File: config.mk
export PLATFORM = sky130hd
export DESIGN_NAME = websocket_frame_deframer_unit
export DESIGN_NICKNAME = d
export VERILOG_FILES = /design/src/sv/wsd_pkg.sv /design/src/sv/wsd_parse.sv /design/src/sv/wsd_outreg.sv /design/src/sv/websocket_frame_deframer_unit.sv
export SDC_FILE = /design/constraint.sdc
export NUM_CORES = 1
export LEC_CHECK = 0
export BUFFER_PORTS_ARGS = -buffer_cell sky130_fd_sc_hd__buf_4
export CAP_MARGIN = 20
export CELL_PAD_IN_SITES_DETAIL_PLACEMENT = 0
export CELL_PAD_IN_SITES_GLOBAL_PLACEMENT = 1
export CORE_MARGIN = 1.5
export CORE_UTILIZATION = 47
export DETAILED_ROUTE_END_ITERATION = 10
export PLACE_DENSITY_LB_ADDON = 0.2
export SYNTH_ARGS = -nofsm -noshare
export SYNTH_HDL_FRONTEND = slang
export SYNTH_HIERARCHICAL = 1
export SYNTH_SLANG_ARGS = --single-unit
File: constraint.sdc
create_clock -name clk_i -period 14.8 [get_ports clk_i]
set_input_delay 0 -clock clk_i [delete_from_list [all_inputs] [get_ports clk_i]]
set_output_delay 0 -clock clk_i [all_outputs]
set_load 0.03 [all_outputs]
File: src/sv/wsd_pkg.sv
// wsd_pkg: shared types and constants for the WebSocket frame deframer.
// No dependencies; used by wsd_parse, wsd_outreg and the top level.
`timescale 1ns / 1ps
`default_nettype none

package wsd_pkg;

  // Parser phase
  typedef enum logic [2:0] {
    PH_BYTE0   = 3'd0,
    PH_BYTE1   = 3'd1,
    PH_EXTLEN  = 3'd2,
    PH_KEY     = 3'd3,
    PH_PAYLOAD = 3'd4
  } phase_e;

  // How the payload length was encoded
  typedef enum logic [1:0] {
    LM_SHORT = 2'd0,
    LM_16    = 2'd1,
    LM_64    = 2'd2
  } len_mode_e;

  // Result kinds
  typedef enum logic [1:0] {
    KIND_HEADER  = 2'd0,
    KIND_PAYLOAD = 2'd1,
    KIND_ERROR   = 2'd2
  } kind_e;

  localparam logic [6:0] LEN7_EXT16  = 7'd126;
  localparam logic [6:0] LEN7_EXT64  = 7'd127;
  localparam logic [3:0] EXT16_BYTES = 4'd2;
  localparam logic [3:0] EXT64_BYTES = 4'd8;
  localparam logic [3:0] KEY_BYTES   = 4'd4;

  // One result transaction
  typedef struct packed {
    kind_e       kind;
    logic        fin;
    logic [3:0]  opcode;
    logic        masked;
    logic [62:0] frame_len;
    logic [31:0] mask_key;
    logic [7:0]  payload_byte;
    logic        last_in_frame;
  } result_t;

endpackage

`default_nettype wire

File: src/sv/wsd_parse.sv
// wsd_parse: frame header state machine and payload unmasking, one byte per cycle while accept_i is high.
// Depends on wsd_pkg.
`timescale 1ns / 1ps
`default_nettype none

module wsd_parse (
  input  wire logic            clk_i,
  input  wire logic            rst_ni,
  input  wire logic            accept_i,
  input  wire logic [7:0]      data_byte_i,
  output logic                 res_valid_o,
  output wsd_pkg::result_t     res_o
);

  wsd_pkg::phase_e    phase_q, phase_d;
  wsd_pkg::len_mode_e lmode_q, lmode_d;
  logic [3:0]  cnt_q, cnt_d;
  logic [63:0] acc_q, acc_d;
  logic [31:0] key_q, key_d;
  logic [62:0] rem_q, rem_d;
  logic [1:0]  kidx_q, kidx_d;
  logic        fin_q, fin_d;
  logic [3:0]  opcode_q, opcode_d;
  logic        mask_q, mask_d;

  logic        do_finish;
  logic [3:0]  need;
  logic [7:0]  key_byte;

  // Key byte for the current payload position, first received byte first
  always_comb begin
    case (kidx_q)
      2'd0:    key_byte = key_q[31:24];
      2'd1:    key_byte = key_q[23:16];
      2'd2:    key_byte = key_q[15:8];
      default: key_byte = key_q[7:0];
    endcase
  end

  assign need = (lmode_q == wsd_pkg::LM_16) ? wsd_pkg::EXT16_BYTES : wsd_pkg::EXT64_BYTES;

  // Next state and result
  always_comb begin
    phase_d   = phase_q;
    lmode_d   = lmode_q;
    cnt_d     = cnt_q;
    acc_d     = acc_q;
    key_d     = key_q;
    rem_d     = rem_q;
    kidx_d    = kidx_q;
    fin_d     = fin_q;
    opcode_d  = opcode_q;
    mask_d    = mask_q;
    do_finish = 1'b0;
    res_valid_o         = 1'b0;
    res_o.kind          = wsd_pkg::KIND_HEADER;
    res_o.payload_byte  = 8'd0;
    res_o.last_in_frame = 1'b0;

    case (phase_q)
      wsd_pkg::PH_BYTE1: begin
        mask_d = data_byte_i[7];
        key_d  = 32'd0;
        acc_d  = 64'd0;
        cnt_d  = 4'd0;
        if (data_byte_i[6:0] == wsd_pkg::LEN7_EXT16) begin
          lmode_d = wsd_pkg::LM_16;
          phase_d = wsd_pkg::PH_EXTLEN;
        end else if (data_byte_i[6:0] == wsd_pkg::LEN7_EXT64) begin
          lmode_d = wsd_pkg::LM_64;
          phase_d = wsd_pkg::PH_EXTLEN;
        end else begin
          lmode_d = wsd_pkg::LM_SHORT;
          acc_d   = {57'd0, data_byte_i[6:0]};
          if (data_byte_i[7]) begin
            phase_d = wsd_pkg::PH_KEY;
          end else begin
            do_finish = 1'b1;
          end
        end
      end
      wsd_pkg::PH_EXTLEN: begin
        acc_d = {acc_q[55:0], data_byte_i};
        cnt_d = cnt_q + 4'd1;
        if (cnt_d >= need) begin
          if (mask_q) begin
            cnt_d   = 4'd0;
            phase_d = wsd_pkg::PH_KEY;
          end else begin
            do_finish = 1'b1;
          end
        end
      end
      wsd_pkg::PH_KEY: begin
        key_d = {key_q[23:0], data_byte_i};
        cnt_d = cnt_q + 4'd1;
        if (cnt_d >= wsd_pkg::KEY_BYTES) begin
          do_finish = 1'b1;
        end
      end
      wsd_pkg::PH_PAYLOAD: begin
        // last when one byte or none was left before this one
        res_valid_o         = 1'b1;
        res_o.kind          = wsd_pkg::KIND_PAYLOAD;
        res_o.payload_byte  = mask_q ? (data_byte_i ^ key_byte) : data_byte_i;
        res_o.last_in_frame = (rem_q[62:1] == 62'd0);
        kidx_d = kidx_q + 2'd1;
        if (rem_q != 63'd0) begin
          rem_d = rem_q - 63'd1;
        end
        if (res_o.last_in_frame) begin
          phase_d = wsd_pkg::PH_BYTE0;
        end
      end
      default: begin
        fin_d    = data_byte_i[7];
        opcode_d = data_byte_i[3:0];
        phase_d  = wsd_pkg::PH_BYTE1;
      end
    endcase

    // Header complete: header result, or error on an oversized 64-bit length
    if (do_finish) begin
      res_valid_o = 1'b1;
      if (lmode_d == wsd_pkg::LM_64 && acc_d[63]) begin
        res_o.kind          = wsd_pkg::KIND_ERROR;
        res_o.last_in_frame = 1'b1;
        phase_d             = wsd_pkg::PH_BYTE0;
      end else begin
        rem_d  = acc_d[62:0];
        kidx_d = 2'd0;
        res_o.last_in_frame = (acc_d[62:0] == 63'd0);
        phase_d = res_o.last_in_frame ? wsd_pkg::PH_BYTE0 : wsd_pkg::PH_PAYLOAD;
      end
    end

    res_o.fin       = fin_d;
    res_o.opcode    = opcode_d;
    res_o.masked    = mask_d;
    res_o.frame_len = acc_d[62:0];
    res_o.mask_key  = key_d;
  end

  // State registers, updated per accepted byte
  always_ff @(posedge clk_i or negedge rst_ni) begin
    if (!rst_ni) begin
      phase_q  <= wsd_pkg::PH_BYTE0;
      lmode_q  <= wsd_pkg::LM_SHORT;
      cnt_q    <= 4'd0;
      acc_q    <= 64'd0;
      key_q    <= 32'd0;
      rem_q    <= 63'd0;
      kidx_q   <= 2'd0;
      fin_q    <= 1'b0;
      opcode_q <= 4'd0;
      mask_q   <= 1'b0;
    end else if (accept_i) begin
      phase_q  <= phase_d;
      lmode_q  <= lmode_d;
      cnt_q    <= cnt_d;
      acc_q    <= acc_d;
      key_q    <= key_d;
      rem_q    <= rem_d;
      kidx_q   <= kidx_d;
      fin_q    <= fin_d;
      opcode_q <= opcode_d;
      mask_q   <= mask_d;
    end
  end

  // Payload phase always has bytes left to take
  a_payload_rem: assert property (@(posedge clk_i) disable iff (!rst_ni)
    phase_q == wsd_pkg::PH_PAYLOAD |-> rem_q != 63'd0)
    else $error("payload phase with zero bytes remaining");

  // Length errors always close the frame
  a_error_last: assert property (@(posedge clk_i) disable iff (!rst_ni)
    res_valid_o && res_o.kind == wsd_pkg::KIND_ERROR |-> res_o.last_in_frame)
    else $error("length error not flagged last");

  // First header byte never produces a result and leads to the second
  a_byte0: assert property (@(posedge clk_i) disable iff (!rst_ni)
    accept_i && phase_q == wsd_pkg::PH_BYTE0 |-> !res_valid_o ##1 phase_q == wsd_pkg::PH_BYTE1)
    else $error("first header byte handled wrongly");

endmodule

`default_nettype wire

File: src/sv/wsd_outreg.sv
// wsd_outreg: result register between the parser and the output channel.
// Depends on wsd_pkg.
`timescale 1ns / 1ps
`default_nettype none

module wsd_outreg (
  input  wire logic             clk_i,
  input  wire logic             rst_ni,
  input  wire logic             load_i,
  input  wsd_pkg::result_t      res_i,
  output logic                  room_o,
  output logic                  valid_o,
  input  wire logic             ready_i,
  output wsd_pkg::result_t      res_o
);

  logic             valid_q, valid_d;
  wsd_pkg::result_t res_q;

  // Room when empty or the held transaction leaves this cycle
  assign room_o = !valid_q || ready_i;

  always_comb begin
    valid_d = valid_q;
    if (load_i) begin
      valid_d = 1'b1;
    end else if (ready_i) begin
      valid_d = 1'b0;
    end
  end

  always_ff @(posedge clk_i or negedge rst_ni) begin
    if (!rst_ni) begin
      valid_q <= 1'b0;
    end else begin
      valid_q <= valid_d;
    end
  end

  always_ff @(posedge clk_i) begin
    if (load_i) begin
      res_q <= res_i;
    end
  end

  assign valid_o = valid_q;
  assign res_o   = res_q;

endmodule

`default_nettype wire

File: src/sv/websocket_frame_deframer_unit.sv
// websocket_frame_deframer_unit: top level, byte stream in, header/payload results out.
// Depends on wsd_pkg, wsd_parse and wsd_outreg.
//
//   Channel   Direction  Handshake                       Payload
//   data      in         data_valid_i / data_ready_o     data_byte_i
//   result    out        result_valid_o / result_ready_i result_kind_o .. last_in_frame_o
//
// One byte is taken per cycle; its result, if any, shows in the next cycle.
// Throughput is set by the single result register: one byte per clock while
// the result side takes every transaction.
// A held result stalls input only when result_ready_i is low.
// Reset (rst_ni low, asynchronous) returns the parser to the first header byte
// and empties the result register.
`timescale 1ns / 1ps
`default_nettype none

module websocket_frame_deframer_unit (
  input  wire logic        clk_i,
  input  wire logic        rst_ni,
  input  wire logic        data_valid_i,
  output logic             data_ready_o,
  input  wire logic [7:0]  data_byte_i,
  output logic             result_valid_o,
  input  wire logic        result_ready_i,
  output logic [1:0]       result_kind_o,
  output logic             fin_o,
  output logic [3:0]       opcode_o,
  output logic             masked_o,
  output logic [62:0]      frame_len_o,
  output logic [31:0]      mask_key_o,
  output logic [7:0]       payload_byte_o,
  output logic             last_in_frame_o
);

  logic             accept;
  logic             res_valid;
  logic             room;
  wsd_pkg::result_t res;
  wsd_pkg::result_t out_res;

  assign data_ready_o = room;
  assign accept       = data_valid_i && room;

  wsd_parse u_parse (
    .clk_i       (clk_i),
    .rst_ni      (rst_ni),
    .accept_i    (accept),
    .data_byte_i (data_byte_i),
    .res_valid_o (res_valid),
    .res_o       (res)
  );

  wsd_outreg u_outreg (
    .clk_i   (clk_i),
    .rst_ni  (rst_ni),
    .load_i  (accept && res_valid),
    .res_i   (res),
    .room_o  (room),
    .valid_o (result_valid_o),
    .ready_i (result_ready_i),
    .res_o   (out_res)
  );

  assign result_kind_o   = out_res.kind;
  assign fin_o           = out_res.fin;
  assign opcode_o        = out_res.opcode;
  assign masked_o        = out_res.masked;
  assign frame_len_o     = out_res.frame_len;
  assign mask_key_o      = out_res.mask_key;
  assign payload_byte_o  = out_res.payload_byte;
  assign last_in_frame_o = out_res.last_in_frame;

endmodule

`default_nettype wire

==> results of run 1 <==
## cell families after synthesis
kind of cell    count (synthesis)  synth area share, %
simple gates                  598                 20.7
xor+xnor                       21                 1.22
compound gates                361                 16.5
buf+inv                       252                 8.07
flops                         289                 51.5
fa+ha+maj                       8                0.661
mux                            19                 1.39
## power by group through the flow
stage	Combinational (W)	Clock, W	Sequential [W]
floorplan	0.00135	0	0.00159
global route	0.00207	0.000791	0.00159
finish	0.00192	0.000748	0.00155
detailed placement	0.00190	0	0.00155
global placement	0.00188	0	0.00154
CTS	0.00191	0.000762	0.00154
## worst min-delay path by stage
| stage | end | from | slack (ns) |
|---|---|---|---|
| floorplan | u_outreg/valid_o | rst_ni | -0.30 |
| global placement | u_parse/opcode_q[0] | rst_ni | 0.02 |
| detailed placement | u_parse/opcode_q[1] | rst_ni | 0.02 |
| CTS | u_outreg/res_o[100] | data_valid_i | 0.17 |
| global route | u_outreg/res_o[100] | data_valid_i | 0.20 |
| finish | u_outreg/res_o[100] | data_valid_i | 0.16 |
## cells in the final DEF, fill, tap and decap left out, types with 36 or more instances in the layout
cell / instances
a221oi_1: 52
nor2_1: 159
a31oi_1: 39
nand2_1: 127
o21ai_0: 47
and2_1: 36
buf_4: 152
and3_1: 38
nand3_1: 52
dfrtp_1: 175
a21oi_1: 81
edfxtp_1: 112
inv_1: 78
## metrics by stage
step                      area [µm²]  hold WS, ns  std cells  utilization (%)  total power [W]
after floorplan                15100       -0.296       1548                -          0.00295
after detailed placement       15900       0.0186       1930             50.3          0.00345
after CTS                      17000        0.166       2000             53.8          0.00422
after global placement         15900       0.0178       1930             50.3          0.00342
after global routing           17000        0.203       2001             53.8          0.00446
final                          17000        0.161       2001             53.8          0.00422
## worst max-delay path, stage by stage, from the launching register on
cell and delay, ns:
dfrtp_4 0.75, buf_4 0.43, or3b_2 0.55, a211oi_1 0.27, a41oi_1 0.20, and2_1 0.37, nand2_1 0.08, and3_4 0.63
buf_4 0.73
## sequential cells by signal (all words and copies together), names as in the netlist
name              cells
u_parse/phase_q       3
u_outreg/valid_o      1
u_parse/kidx_q        2
u_outreg/res_o      112
u_parse/opcode_q      4
u_parse/mask_q        1
u_parse/rem_q        63
u_parse/key_q        32
u_parse/cnt_q         4
u_parse/fin_q         1
u_parse/lmode_q       2
u_parse/acc_q        64
## cell type report
class / count / area, µm² / area share [%]
inverters: 79 / 297 / 1.74
multi-input cells: 1007 / 6170 / 36.2
flip-flops and latches: 289 / 7800 / 45.8
well taps: 402 / 503 / 2.95
clock inverters: 16 / 113 / 0.661
repair buffers: 166 / 1300 / 7.63
clock buffers: 42 / 857 / 5.03
## synth_stat cells, types with 16 or more instances
master / n
nor3_1: 26
a31oi_1: 39
dfrtp_1: 177
nand2_1: 127
nand4_1: 26
a221oi_1: 52
o21ai_0: 47
a21oi_1: 82
clkbuf_1: 89
buf_4: 65
nor4bb_1: 19
edfxtp_1: 112
and3_1: 39
inv_1: 78
and2_1: 37
a22oi_1: 27
mux2_2: 16
nand3_1: 52
or4_1: 17
nor4_1: 28
nor2_1: 160
## layer usage
metal | part of all wire [%] | vias to the layer above | global-route usage [%]
li1 | - | 5715 | -
met1 | 42 | 6072 | 37.6
met2 | 46 | 533 | 43.6
met3 | 6.2 | 101 | 2.95
met4 | 5.4 | 0 | 13.7
met5 | 0 | - | 0
## what timing repair did
action,4_1_cts,5_1_grt
hold endpoints to repair,104,0
gates resized for setup,0,0
hold buffers,12,0
==> flow_metrics.tcl, run 1 <==
set metrics [dict create \
    max-vdd-ir-drop_uv 144 \
    start_util_pct 47.8 \
    crit_fanout 71 \
    reg2reg_from "u_parse/phase_q[1]" \
    die_w_um 182 \
    p_leak_nw 6.87 \
    die_h_um 182 \
    grt_antenna_before_repair 0 \
    syn-num-nets 1568 \
    n_antenna_cell 0 \
    yosysWarnings 6 \
    reg2reg_slack_ns 10.29 \
    pwr-share-seq_pct 36.7 \
    status "finished, final reports clean" \
    slew_violations 0 \
    place_congestion 0.894 \
    ios 126 \
    coreArea_mm2 0.0316 \
    fin_worst_skew_ns 0.0159 \
    syn2layout_area_growth_pct 12.5 \
    fin_nets 1594 \
    dieArea_mm2 0.0333 \
    yosys.area.top_type "dfrtp_1" \
    pre_cts_ws_ns 10.27 \
    synth_edf_count 112 \
    synthArstFlopShare_pct 61.2 \
    n_fill_cell 2841 \
    r2r-end "u_outreg/res_o[65]" \
    drt_iter0_markers 1393 \
    syn_area_mm2 0.0151 \
    setup_violations 0 \
    power_frac_clock_pct 17.7 \
    yosysSeqAreaShare_pct 51.5 \
    grt_max_degree 90 \
    ff2ff_path_depth 8 \
    drt-total-wl_um 45900 \
    numCtsBuffers 31 \
    grt_setup_unrepaired "no" \
    fin_crit_sh_pct 30.5 \
    cp.required_ns 15.00 \
    cts.clk_slew.worst_paths_ns 0.06 \
    gr-total-overflow 0 \
    grt_pass1_vias 11800 \
    grt_pass1_wl_um 70400 \
    layout-drive-gt1-share_pct 15.5 \
    cts_setup_buffers 0 \
    portBuffers 125 \
    wl_per_cell_um 22.9 \
    drc 0 \
    h-tree-depth 1 \
    switching_share_pct 44.9 \
    min_path_type "input port to flip-flop" \
    finalHoldViolations 0 \
    synth_area_leaders "dfrtp_1 (29%), edfxtp_1 (22%), nor2_1 (4.0%), buf_4 (3.2%), nand2_1 (3.1%)" \
    p_switching_w 0.00189 \
    setup_slack_ns 10.29 \
    crit_start "u_parse/phase_q[1]" \
    fmax_ghz 0.222 \
    synth_top_area_share_pct 29.3 \
    vias 12400 \
    tightest_slew_ns 1.17 \
    pwr-share-comb_pct 45.6 \
    min_path_cells 2 \
    post-route-min-period_ns 4.51 \
    grt_usage_pct 27.5 \
    vias_per_cell 6.21 \
    insertion_delay_ns 0.58 \
    cts_tree "done" \
    finalSetupTns_ns 0 \
    avgSynthCellArea_um2 9.78 \
    detailedPlacementHpwl_um 30900 \
    numClockSinks 289 \
    cp-end-kind "flip-flop" \
    setup.worst_path.start_class "flip-flop" \
    core.rowCount 65 \
    synth-seq-cells 289 \
    antenna_left 0 \
    arrival_ns 4.71 \
    drt_first_pass_iters 7 \
    max_slew_margin_pct 22.1 \
    synth.distinct_cells 86 \
    cp-endpoint "u_outreg/res_o[65]" \
    internal_power_w 0.00232 \
    p_per_area_mw_per_mm2 248 \
    root_buffer "clkbuf_16" \
    cap_viol_max_count 0 \
    critPathKind "flip-flop to flip-flop" \
    clock_path_buffers 3 \
    syn_inst 1548 \
    ys.flop_type "dfrtp_1" \
]
Note: power is estimated with default switching activity, not from simulation.
==> run 2: changes to the inputs <==
--- a/config.mk
+++ b/config.mk
@@ -5,12 +5,13 @@
 export SDC_FILE = /design/constraint.sdc
 export NUM_CORES = 1
 export LEC_CHECK = 0
+export ABC_AREA = 1
 export BUFFER_PORTS_ARGS = -buffer_cell sky130_fd_sc_hd__buf_4
 export CAP_MARGIN = 20
 export CELL_PAD_IN_SITES_DETAIL_PLACEMENT = 0
 export CELL_PAD_IN_SITES_GLOBAL_PLACEMENT = 1
 export CORE_MARGIN = 1.5
-export CORE_UTILIZATION = 47
+export CORE_UTILIZATION = 41
 export DETAILED_ROUTE_END_ITERATION = 10
 export PLACE_DENSITY_LB_ADDON = 0.2
 export SYNTH_ARGS = -nofsm -noshare
==> constraint.sdc (replaced) <==
create_clock -name clk_i -period 4 [get_ports clk_i]
set_input_delay 0 -clock clk_i [delete_from_list [all_inputs] [get_ports clk_i]]
set_output_delay 0 -clock clk_i [all_outputs]
set_load 0.03 [all_outputs]
==> flow_metrics.tcl, run 2 <==
set metrics [dict create \
    pre_cts_ws_ns 0.878 \
    die_h_um 195 \
    fmax_ghz 0.318 \
    syn-num-nets 1854 \
    ios 126 \
    antenna_left 0 \
    post-route-min-period_ns 3.15 \
    die_w_um 195 \
    layout-drive-gt1-share_pct 13.0 \
    synth_edf_count 112 \
    crit_fanout 26 \
    finalHoldViolations 0 \
    reg2reg_from "u_parse/rem_q[0]" \
    grt_pass1_vias 11900 \
    portBuffers 125 \
    detailedPlacementHpwl_um 33900 \
    placedCellCount 2302 \
    stdcell_count 2377 \
    grt_usage_pct 25.5 \
    setup_slack_ns 0.851 \
    syn2layout_area_growth_pct 13.6 \
    cap_viol_max_count 0 \
    finalSetupTns_ns 0 \
    numClockSinks 289 \
    synthArstFlopShare_pct 61.2 \
    status "finished, final reports clean" \
    max_slew_margin_pct 28.4 \
    gr-total-overflow 0 \
    drt-total-wl_um 48300 \
    clock_path_buffers 3 \
    setup_violations 0 \
    synth_common_cells "nand2_1 (527), nor2_1 (222), dfrtp_1 (177)" \
    drt_iter0_markers 907 \
    synth_area_leaders "dfrtp_1 (29%), edfxtp_1 (22%), nand2_1 (13%), nor2_1 (5.5%), o21ai_0 (4.2%)" \
    numCtsBuffers 35 \
    largest_reg_flops 112 \
    setup.worst_path.start_class "flip-flop" \
    grt_pass1_wl_um 73200 \
    coreArea_mm2 0.0364 \
    yosysWarnings 6 \
    cp-end-kind "flip-flop" \
    critPathKind "flip-flop to flip-flop" \
    start_util_pct 41.5 \
    final_cell_mix "nand2_1 (527), nor2_1 (221), dfrtp_1 (177), inv_1 (144), buf_4 (133)" \
    ys.flop_type "dfrtp_1" \
    grt_antenna_before_repair 0 \
    avgSynthCellArea_um2 8.24 \
    drt_first_pass_iters 5 \
    synth-seq-cells 289 \
    place_congestion 0.886 \
    h-tree-depth 2 \
    arrival_ns 3.54 \
    yosysSeqAreaShare_pct 51.6 \
    drc 0 \
    yosysMostFrequentCell "nand2_1" \
    synth.distinct_cells 44 \
    core.rowCount 70 \
    n_antenna_cell 0 \
    grt_setup_unrepaired "no" \
    yosys.area.top_type "dfrtp_1" \
    fin_worst_skew_ns 0.0200 \
    final_common_cell "nand2_1" \
    vias_per_cell 5.27 \
    fin_nets 1902 \
    cts.clk_slew.worst_paths_ns 0.06 \
    wl_per_cell_um 20.3 \
    grt_max_degree 195 \
    cts_tree "done" \
    max-vdd-ir-drop_uv 572 \
    p_leak_nw 7.57 \
    p_per_area_mw_per_mm2 792 \
    crit_start "u_parse/rem_q[0]" \
    tightest_slew_ns 1.07 \
    insertion_delay_ns 0.55 \
    min_path_type "input port to async pin" \
    syn_inst 1834 \
    cp.required_ns 4.39 \
    synth_top_area_share_pct 29.3 \
    syn_area_mm2 0.0151 \
    fin_crit_sh_pct 78.7 \
    vias 12500 \
    root_buffer "clkbuf_16" \
    dieArea_mm2 0.0380 \
    slew_violations 0 \
]
## run 2: cell types whose count changed after synthesis, moves of 25 or more
| cell | change |
|---|---|
| clkbuf_1 | -62 |
| o21ai_1 | +26 |
| a221oi_1 | -52 |
| inv_1 | +67 |
| and2_1 | -35 |
| nand3_1 | +56 |
| a21oi_1 | -53 |
| and3_1 | -38 |
| nor4_1 | -25 |
| o21ai_0 | +80 |
| nand2_1 | +400 |
| nor2_1 | +62 |
| o22ai_1 | +29 |
## run 2: through the flow
step / hold slack (ns) / area, µm² / total power (W) / utilization (%)
after floorplan: -0.296 / 15100 / 0.00890 / -
after global placement: 0.100 / 15900 / 0.0105 / 43.8
after detailed placement: 0.102 / 15900 / 0.0105 / 43.8
after CTS: 0.0688 / 17100 / 0.0136 / 47.0
after global routing: 0.114 / 17200 / 0.0145 / 47.1
final: 0.0449 / 17200 / 0.0136 / 47.1
## run 2: critical path, stage by stage, from the launching register on
cell	delay (ns)
dfrtp_1	0.36
inv_1	0.19
ha_1	0.29
nand3_2	0.20
nor2_4	0.20
nand3_1	0.18
nor2_1	0.13
nand2_1	0.28
nand2_2	0.40
inv_2	0.29
nand2_1	0.17
nor2_1	0.05
o21ai_0	0.15
o21ai_0	0.10
## run 2: cell type report
cell class	count	area, µm²
tap	468	586
fill	3621	19300
clock inverter	12	82.6
multi-input combinational	1250	5870
clock buffer	52	1010
sequential	289	7790
inverter	156	591
timing repair buffer	150	1240
## run 2: path summary, 6_finish.rpt
kind / end / depth (start not counted) / slack, ns
min in group clk_i: u_parse/acc_q[7] / 6 / 0.08
worst min-delay path: u_parse/key_q[26] / 2 / 0.04
worst max-delay path: u_parse/rem_q[53] / 13 / 0.85
max in group asynchronous: u_parse/rem_q[59] / 3 / 2.87
worst max register to register: u_parse/rem_q[53] / 13 / 0.85
worst min register to register: u_parse/fin_q / 2 / 0.48
## run 2: per-layer routing
metal	track usage, %	wire length (µm)	share of wire, %
met5	0	0	0
met4	11.2	1920	4.0
met3	3.87	2880	6.0
met2	40.9	22200	46
met1	34.5	21300	44
## run 2: logic make-up after synthesis
group | share of synthesized area (%)
AO/OA/AOI/OAI | 9.36
XOR/XNOR | 2.32
adder cells (fa/ha/maj) | 0.662
buffers and inverters | 9.69
flip-flops | 51.6
multiplexers | 0.0662
AND/OR/NAND/NOR | 26.4
## run 2: power by group
part / internal [W] / switching (W)
registers: 0.00415 / 0.000704
clock network: 0.00176 / 0.00127
logic: 0.00161 / 0.00410
## run 2: what timing repair did
| item | in CTS | in global routing |
|---|---|---|
| hold buffers | 10 | 0 |
| endpoints found under the hold margin | 115 | 0 |
| setup buffers | 0 | 0 |
| setup endpoints to repair | 0 | 0 |
| resized for setup | 0 | 0 |
